### src/rtl/skt_pkg.sv
// ----------------------------------------------------------------------------
// skt_pkg: shared types and constants of the sorted key table
// Field widths, status codes, controller states and the command and flag
// bundles that pass between the controller and the datapath.
// ----------------------------------------------------------------------------
`default_nettype none

package skt_pkg;

  // default table depth and fixed field widths
  localparam int DEPTH_DEF = 16;
  localparam int KEY_W     = 32;
  localparam int PAYLOAD_W = 32;
  localparam int STATUS_W  = 3;
  localparam int COUNT_W   = 5;
  localparam int RECORD_W  = KEY_W + PAYLOAD_W;

  // operation codes
  typedef enum logic {
    OP_INSERT = 1'b0,
    OP_DELETE = 1'b1
  } op_t;

  // result status codes
  typedef enum logic [STATUS_W-1:0] {
    ST_INSERTED = 3'd0,
    ST_DELETED  = 3'd1,
    ST_EMPTY    = 3'd2,
    ST_NOTFOUND = 3'd3,
    ST_FULL     = 3'd4
  } status_t;

  // controller states
  typedef enum logic [2:0] {
    S_IDLE,
    S_INS_TEST,
    S_INS_CHK,
    S_DEL_TEST,
    S_DEL_CHK,
    S_SHF_TEST,
    S_SHF_WR
  } state_t;

  // read address source, relative to the working index
  typedef enum logic [1:0] {
    RD_PREV,
    RD_CUR,
    RD_NEXT
  } rd_sel_t;

  // commands from the controller to the datapath
  typedef struct packed {
    logic    load;
    logic    idx_from_count;
    logic    idx_clear;
    logic    idx_dec;
    logic    idx_inc;
    logic    rd_en;
    rd_sel_t rd_sel;
    logic    wr_en;
    logic    wr_new;
    logic    cnt_inc;
    logic    cnt_dec;
    logic    done;
    status_t status;
  } cmd_t;

  // status flags from the datapath to the controller
  typedef struct packed {
    logic full;
    logic empty;
    logic idx_zero;
    logic idx_at_count;
    logic idx_next_at_count;
    logic key_lt;
    logic key_eq;
  } flags_t;

endpackage

`default_nettype wire

### src/rtl/sorted_key_table_core.sv
// ----------------------------------------------------------------------------
// sorted_key_table_core: sorted table of key and payload records
// Keeps up to DEPTH records in ascending key order with insert and delete
// by key; every operation returns a status and the new record count.
// ----------------------------------------------------------------------------
// An operation is taken when start is high and busy is low. Its single result
// appears for exactly one cycle with done high, in the cycle after the last
// working step, and the receiver cannot hold it off. Records sit in a memory
// with one read port, so every record visited takes a read state and then a
// check or write state: an insert visits each record it moves up and then
// the record that stops it, if any, a delete that finds its key visits every
// record of the table, wherever the key sits, and a full or empty refusal
// returns in the next cycle. A new operation may be taken in the cycle its
// predecessor's result is shown.
`default_nettype none

module sorted_key_table_core #(
  parameter int DEPTH = skt_pkg::DEPTH_DEF
) (
  input  wire logic                          clk,
  input  wire logic                          rst,
  input  wire logic                          start,
  output logic                               busy,
  input  wire logic                          opcode,
  input  wire logic [skt_pkg::KEY_W-1:0]     key,
  input  wire logic [skt_pkg::PAYLOAD_W-1:0] payload,
  output logic                               done,
  output logic [skt_pkg::STATUS_W-1:0]       status,
  output logic [skt_pkg::COUNT_W-1:0]        record_count
);

  skt_pkg::cmd_t   cmd;
  skt_pkg::flags_t flags;

  // operation sequencer
  skt_ctrl u_ctrl (
    .clk    (clk),
    .rst    (rst),
    .start  (start),
    .opcode (opcode),
    .flags  (flags),
    .cmd    (cmd),
    .busy   (busy)
  );

  // record storage and compare
  skt_dpath #(
    .DEPTH (DEPTH)
  ) u_dpath (
    .clk          (clk),
    .rst          (rst),
    .cmd          (cmd),
    .key          (key),
    .payload      (payload),
    .flags        (flags),
    .done         (done),
    .status       (status),
    .record_count (record_count)
  );

endmodule

`default_nettype wire

### src/rtl/skt_ram.sv
// ----------------------------------------------------------------------------
// skt_ram: generic single write port, single read port memory
// One write and one registered read per cycle.
// ----------------------------------------------------------------------------
`default_nettype none

module skt_ram #(
  parameter int WIDTH = 64,
  parameter int DEPTH = 16
) (
  input  wire logic                     clk,
  input  wire logic                     we,
  input  wire logic [$clog2(DEPTH)-1:0] waddr,
  input  wire logic [WIDTH-1:0]         wdata,
  input  wire logic                     re,
  input  wire logic [$clog2(DEPTH)-1:0] raddr,
  output logic      [WIDTH-1:0]         rdata
);

  logic [WIDTH-1:0] mem [DEPTH];

  // write port and registered read port
  always_ff @(posedge clk) begin
    if (we) begin
      mem[waddr] <= wdata;
    end
    if (re) begin
      rdata <= mem[raddr];
    end
  end

endmodule

`default_nettype wire

### src/rtl/skt_dpath.sv
// ----------------------------------------------------------------------------
// skt_dpath: datapath of the sorted key table
// Holds the operand registers, working index, record count, the record
// memory and the result register; raises flags for the controller.
// ----------------------------------------------------------------------------
`default_nettype none

module skt_dpath #(
  parameter int DEPTH = skt_pkg::DEPTH_DEF
) (
  input  wire logic                          clk,
  input  wire logic                          rst,
  input  wire skt_pkg::cmd_t                 cmd,
  input  wire logic [skt_pkg::KEY_W-1:0]     key,
  input  wire logic [skt_pkg::PAYLOAD_W-1:0] payload,
  output skt_pkg::flags_t                    flags,
  output logic                               done,
  output logic [skt_pkg::STATUS_W-1:0]       status,
  output logic [skt_pkg::COUNT_W-1:0]        record_count
);

  localparam int AW = $clog2(DEPTH);
  localparam int CW = $clog2(DEPTH + 1);

  logic [skt_pkg::KEY_W-1:0]     op_key;
  logic [skt_pkg::PAYLOAD_W-1:0] op_payload;
  logic [CW-1:0]                 idx;
  logic [CW-1:0]                 count;
  logic [CW-1:0]                 idx_prev;
  logic [CW-1:0]                 idx_succ;
  logic [CW-1:0]                 rd_idx;
  logic [skt_pkg::RECORD_W-1:0]  rd_data;
  logic [skt_pkg::RECORD_W-1:0]  wr_data;
  logic [skt_pkg::KEY_W-1:0]     rd_key;
  logic [CW+skt_pkg::COUNT_W-1:0] count_ext;

  assign idx_prev = idx - CW'(1);
  assign idx_succ = idx + CW'(1);
  assign rd_key   = rd_data[skt_pkg::RECORD_W-1:skt_pkg::PAYLOAD_W];

  // operand capture on transfer
  always_ff @(posedge clk) begin
    if (cmd.load) begin
      op_key     <= key;
      op_payload <= payload;
    end
  end

  // working index
  always_ff @(posedge clk) begin
    if (cmd.idx_from_count) begin
      idx <= count;
    end else if (cmd.idx_clear) begin
      idx <= '0;
    end else if (cmd.idx_dec) begin
      idx <= idx_prev;
    end else if (cmd.idx_inc) begin
      idx <= idx_succ;
    end
  end

  // record count
  always_ff @(posedge clk) begin
    if (rst) begin
      count <= '0;
    end else if (cmd.cnt_inc) begin
      count <= idx_succ - idx + count;
    end else if (cmd.cnt_dec) begin
      count <= count - CW'(1);
    end
  end

  // read address select
  always_comb begin
    unique case (cmd.rd_sel)
      skt_pkg::RD_PREV: rd_idx = idx_prev;
      skt_pkg::RD_CUR:  rd_idx = idx;
      skt_pkg::RD_NEXT: rd_idx = idx_succ;
      default:          rd_idx = idx;
    endcase
  end

  assign wr_data = cmd.wr_new ? {op_key, op_payload} : rd_data;

  // record memory, key in the upper half
  skt_ram #(
    .WIDTH (skt_pkg::RECORD_W),
    .DEPTH (DEPTH)
  ) u_store (
    .clk   (clk),
    .we    (cmd.wr_en),
    .waddr (idx[AW-1:0]),
    .wdata (wr_data),
    .re    (cmd.rd_en),
    .raddr (rd_idx[AW-1:0]),
    .rdata (rd_data)
  );

  // flags for the controller
  always_comb begin
    flags.full              = (count == CW'(DEPTH));
    flags.empty             = (count == '0);
    flags.idx_zero          = (idx == '0);
    flags.idx_at_count      = (idx == count);
    flags.idx_next_at_count = (idx_succ == count);
    flags.key_lt            = (rd_key < op_key);
    flags.key_eq            = (rd_key == op_key);
  end

  // result register
  always_ff @(posedge clk) begin
    if (rst) begin
      done <= 1'b0;
    end else begin
      done <= cmd.done;
    end
  end

  always_ff @(posedge clk) begin
    if (cmd.done) begin
      status <= cmd.status;
    end
  end

  // count masked to the result field
  assign count_ext    = {{skt_pkg::COUNT_W{1'b0}}, count};
  assign record_count = count_ext[skt_pkg::COUNT_W-1:0];

endmodule

`default_nettype wire

### src/rtl/skt_ctrl.sv
// ----------------------------------------------------------------------------
// skt_ctrl: controller of the sorted key table
// Sequences the search and the record moves of insert and delete through
// the single read port of the record memory.
// ----------------------------------------------------------------------------
`default_nettype none

module skt_ctrl (
  input  wire logic            clk,
  input  wire logic            rst,
  input  wire logic            start,
  input  wire logic            opcode,
  input  wire skt_pkg::flags_t flags,
  output skt_pkg::cmd_t        cmd,
  output logic                 busy
);

  skt_pkg::state_t state;
  skt_pkg::state_t state_next;

  // state register
  always_ff @(posedge clk) begin
    if (rst) begin
      state <= skt_pkg::S_IDLE;
    end else begin
      state <= state_next;
    end
  end

  assign busy = (state != skt_pkg::S_IDLE);

  // next state and commands
  always_comb begin
    state_next = state;
    cmd        = '0;
    cmd.rd_sel = skt_pkg::RD_CUR;
    cmd.status = skt_pkg::ST_INSERTED;
    unique case (state)
      skt_pkg::S_IDLE: begin
        if (start) begin
          cmd.load = 1'b1;
          if (opcode == skt_pkg::OP_INSERT) begin
            if (flags.full) begin
              cmd.done   = 1'b1;
              cmd.status = skt_pkg::ST_FULL;
            end else begin
              cmd.idx_from_count = 1'b1;
              state_next         = skt_pkg::S_INS_TEST;
            end
          end else begin
            if (flags.empty) begin
              cmd.done   = 1'b1;
              cmd.status = skt_pkg::ST_EMPTY;
            end else begin
              cmd.idx_clear = 1'b1;
              state_next    = skt_pkg::S_DEL_TEST;
            end
          end
        end
      end
      // insert: walk down from the top, moving keys not below the new key up one slot
      skt_pkg::S_INS_TEST: begin
        if (flags.idx_zero) begin
          cmd.wr_en   = 1'b1;
          cmd.wr_new  = 1'b1;
          cmd.cnt_inc = 1'b1;
          cmd.done    = 1'b1;
          state_next  = skt_pkg::S_IDLE;
        end else begin
          cmd.rd_en  = 1'b1;
          cmd.rd_sel = skt_pkg::RD_PREV;
          state_next = skt_pkg::S_INS_CHK;
        end
      end
      skt_pkg::S_INS_CHK: begin
        cmd.wr_en = 1'b1;
        if (!flags.key_lt) begin
          cmd.idx_dec = 1'b1;
          state_next  = skt_pkg::S_INS_TEST;
        end else begin
          cmd.wr_new  = 1'b1;
          cmd.cnt_inc = 1'b1;
          cmd.done    = 1'b1;
          state_next  = skt_pkg::S_IDLE;
        end
      end
      // delete: search upward for the first matching key
      skt_pkg::S_DEL_TEST: begin
        if (flags.idx_at_count) begin
          cmd.done   = 1'b1;
          cmd.status = skt_pkg::ST_NOTFOUND;
          state_next = skt_pkg::S_IDLE;
        end else begin
          cmd.rd_en  = 1'b1;
          state_next = skt_pkg::S_DEL_CHK;
        end
      end
      skt_pkg::S_DEL_CHK: begin
        if (flags.key_lt) begin
          cmd.idx_inc = 1'b1;
          state_next  = skt_pkg::S_DEL_TEST;
        end else if (flags.key_eq) begin
          state_next = skt_pkg::S_SHF_TEST;
        end else begin
          cmd.done   = 1'b1;
          cmd.status = skt_pkg::ST_NOTFOUND;
          state_next = skt_pkg::S_IDLE;
        end
      end
      // close the gap, moving later records down one slot
      skt_pkg::S_SHF_TEST: begin
        if (flags.idx_next_at_count) begin
          cmd.cnt_dec = 1'b1;
          cmd.done    = 1'b1;
          cmd.status  = skt_pkg::ST_DELETED;
          state_next  = skt_pkg::S_IDLE;
        end else begin
          cmd.rd_en  = 1'b1;
          cmd.rd_sel = skt_pkg::RD_NEXT;
          state_next = skt_pkg::S_SHF_WR;
        end
      end
      skt_pkg::S_SHF_WR: begin
        cmd.wr_en   = 1'b1;
        cmd.idx_inc = 1'b1;
        state_next  = skt_pkg::S_SHF_TEST;
      end
      default: begin
        state_next = skt_pkg::S_IDLE;
      end
    endcase
  end

endmodule

`default_nettype wire

### config.mk
export PLATFORM = sky130hd
export DESIGN_NAME = sorted_key_table_core
export DESIGN_NICKNAME = d
export VERILOG_FILES = /design/src/rtl/skt_pkg.sv /design/src/rtl/sorted_key_table_core.sv /design/src/rtl/skt_ram.sv /design/src/rtl/skt_dpath.sv /design/src/rtl/skt_ctrl.sv
export SDC_FILE = /design/constraint.sdc
export NUM_CORES = 1
export LEC_CHECK = 0
export BUFFER_PORTS_ARGS = -buffer_cell sky130_fd_sc_hd__buf_2
export CAP_MARGIN = 40
export CORE_AREA = 5 5 271 273
export DETAILED_ROUTE_END_ITERATION = 7
export DIE_AREA = 0 0 276 278
export PLACE_DENSITY_LB_ADDON = 0.25
export SYNTH_ARGS = -nofsm -noshare
export SYNTH_HDL_FRONTEND = slang
export SYNTH_HIERARCHICAL = 1
export SYNTH_SLANG_ARGS = --single-unit
### constraint.sdc
create_clock -name clk -period 11.3 [get_ports clk]
set_input_delay 2.26 -clock clk [delete_from_list [all_inputs] [get_ports clk]]
set_output_delay 2.26 -clock clk [all_outputs]
set_load 0.01 [all_outputs]
==> run metrics <==
Cells after Synth=1,232; Flop pwr share=39.2%; Slew HR=44.3%; Register-to-Register Path Depth=17; final hold vios=0; initial antenna violation count=0; Worst setup SP type=flop; Hold Crit Start=u_dpath/record_count[0]; RSZ-0062 raised after global routing=false; Worst Max-Slew Pin Slew=0.835 ns; worst vdd ir=0.365 mV; Ant. Diodes=0; die width=276 um; H-Tree Depth=2; combinational share of power=37.3%; Critical Path RT=11.64 ns; via-per-instance ratio=around 5.1; Post-DP Area=25,500 sq um; clock root buffer=clkbuf_16; outcome=finished clean; Overflow after GRT=0; Clock Skew=0.0165 ns; CORE AREA=70,900 sq um; cts hold-fix bufs=0; # port buffers=between 40 and 50; max_cap viols=0; Int Power=roughly 5.5 mW; YS warnings=6; Setup TNS=0 ns; routability cong.=0.694; Highest Clock Rate=0.174 GHz; Slew Viols, Final=0; GRT Resource Usage Total=between 10 and 15%; routed wire length=55.0 mm; Initial Util=34.0%; share of layout cells above drive strength 1=26.7%; post-route setup slack=5.54 ns; worst skew pair latency=around 0.62 ns; # IOs=78; First DRT Iteration DRCs=between 800 and 900; post-DR wirelength/cell=23.9 um; final net count=1,404; Num Clock Sinks=593; DRC violations left=0; syn avg cell area=between 15 and 20 sq um; post-route cell area=27,500 sq um; row count=98; terminus of the critical flop-to-flop path=u_dpath/u_store/rdata[39]; net switching power=2.72 mW; Worst Hold End=u_dpath/idx[0]; TritonRoute pass-1 iters=5; post-CTS setup buffer count=0; vias in the first global route=12,039; area grow syn2layout=14.1%; cts bufs inserted=60; first-pass GRT wire length=80.7 mm; CP max FO=52; reg-to-reg startpoint=u_dpath/idx[1]; Sw Share=33.1%; hpwl dp=27.0 mm; DRT antenna net count=0; Hold WC Path Type=flop to flop; final setup fails=0; number of cells upsized or downsized after cts=0; DIE HEIGHT=~280 um; Pleak=8.87 nW; pin count of the biggest net entering global routing=97; WHS=between 0.7 and 0.8 ns; Mapped Area=24,100 sq um; FF-to-FF setup slack=5.54 ns; Clock power frac=a little under a quarter; syn_nets=roughly 1,300; count of cells along the worst hold path=2; Filler Cell Count=6,543; Tcrit/Tclk final=between 50% and 60%; CP endpoint kind=flop; PwrDens=between 200 and 300 nW/um^2; overall power=just over 8 mW; TritonCTS clock tree=built; Longest Clk Path Bufs=3; critical path type=flop to flop; Final min period=5.76 ns; Clock transition at path regs=0.06 ns; worst slack, placed=5.43 ns; CP Data Arrival Time=6.10 ns; Die Area=76,700 sq um; via count=between 10,000 and 15,000
-- power groups by stage --
| stage | registers, mW | logic (mW) | clock network [mW] |
|---|---|---|---|
| 6_report | 3.22 | 3.06 | 1.94 |
| 5_1_grt | 3.24 | 3.36 | 2.09 |
| 4_1_cts | 3.22 | 3.13 | 1.99 |
| 3_5_place_dp | 3.27 | 3.13 | 0 |
| 3_3_place_gp | 3.26 | 3.04 | 0 |
| 2_1_floorplan | 3.21 | 2.38 | 0 |
-- flip-flops by register name, summed over array words and instances (netlist names) --
name / cells
u_dpath/u_store/mem: 512
u_dpath/op_key: 32
u_dpath/u_store/rdata: 32
u_dpath/idx: 5
u_dpath/record_count: 5
u_ctrl/state: 3
u_dpath/status: 3
u_dpath/done: 1
-- worst max-delay path by stage --
stage / startpoint / endpoint / slack [ns]
finish: u_dpath/idx[1] / u_dpath/u_store/rdata[39] / 5.54
global route: u_dpath/idx[1] / u_dpath/u_store/rdata[54] / 4.92
global placement: u_dpath/idx[1] / u_dpath/u_store/rdata[39] / 5.15
detailed placement: u_dpath/idx[1] / u_dpath/u_store/rdata[56] / 5.43
CTS: u_dpath/idx[1] / u_dpath/u_store/rdata[56] / 5.39
floorplan: u_dpath/idx[0] / u_dpath/u_store/mem[0][32] / 6.54
-- cells in the final DEF (no fill, tap or decap), types with 9 or more instances in the layout --
master / n
a22oi_1: 64
buf_4: 30
dfxtp_1: 9
edfxtp_1: 584
mux2_2: 31
xnor2_1: 12
xor2_1: 9
ha_1: 39
nor2_1: 20
nor2_4: 13
buf_2: 45
nand2_1: 51
clkinv_2: 13
inv_1: 38
nor2b_1: 9
clkbuf_1: 11
clkbuf_16: 60
clkinv_1: 16
mux4_2: 128
a21oi_1: 24
-- metal layers --
layer	wire length [um]	up-vias	global-route usage (%)
met1	24500	6225	19.4
met3	2400	67	2.00
met4	933	0	3.14
li1	-	5152	-
met5	0	-	0
met2	27100	243	24.0
-- through the flow --
step | util [%] | cells
5_1_grt | 38.8 | 2297
2_1_floorplan | - | 1232
3_3_place_gp | 35.9 | 2180
3_5_place_dp | 36.0 | 2185
4_1_cts | 38.8 | 2297
6_report | 38.8 | 2297
-- area by class of cell --
cell class	instances	area (sq um)	area share, %
Inverter	39	146	0.533
Clock buffer	71	1540	5.62
Timing Repair Buffer	79	529	1.93
Sequential cell	593	17700	64.5
Multi-Input combinational cell	524	5970	21.7
Tap cell	950	1190	4.33
Clock inverter	41	374	1.36
-- worst max-delay path, cell delays in order, from the launching register on --
cell,delay [ns]
edfxtp_1,0.74
ha_1,0.49
nand2_1,0.13
nor2_1,0.12
nor3_1,0.07
a211o_1,0.30
a2111oi_2,0.58
nand2_1,0.12
nand3b_1,0.42
nand2_1,0.17
o21ai_4,0.09
buf_4,0.46
buf_12,0.30
buf_4,0.33
buf_16,0.32
mux4_2,0.35
a22oi_1,0.23
nand2_1,0.13
(Power assumes the default switching activity.)
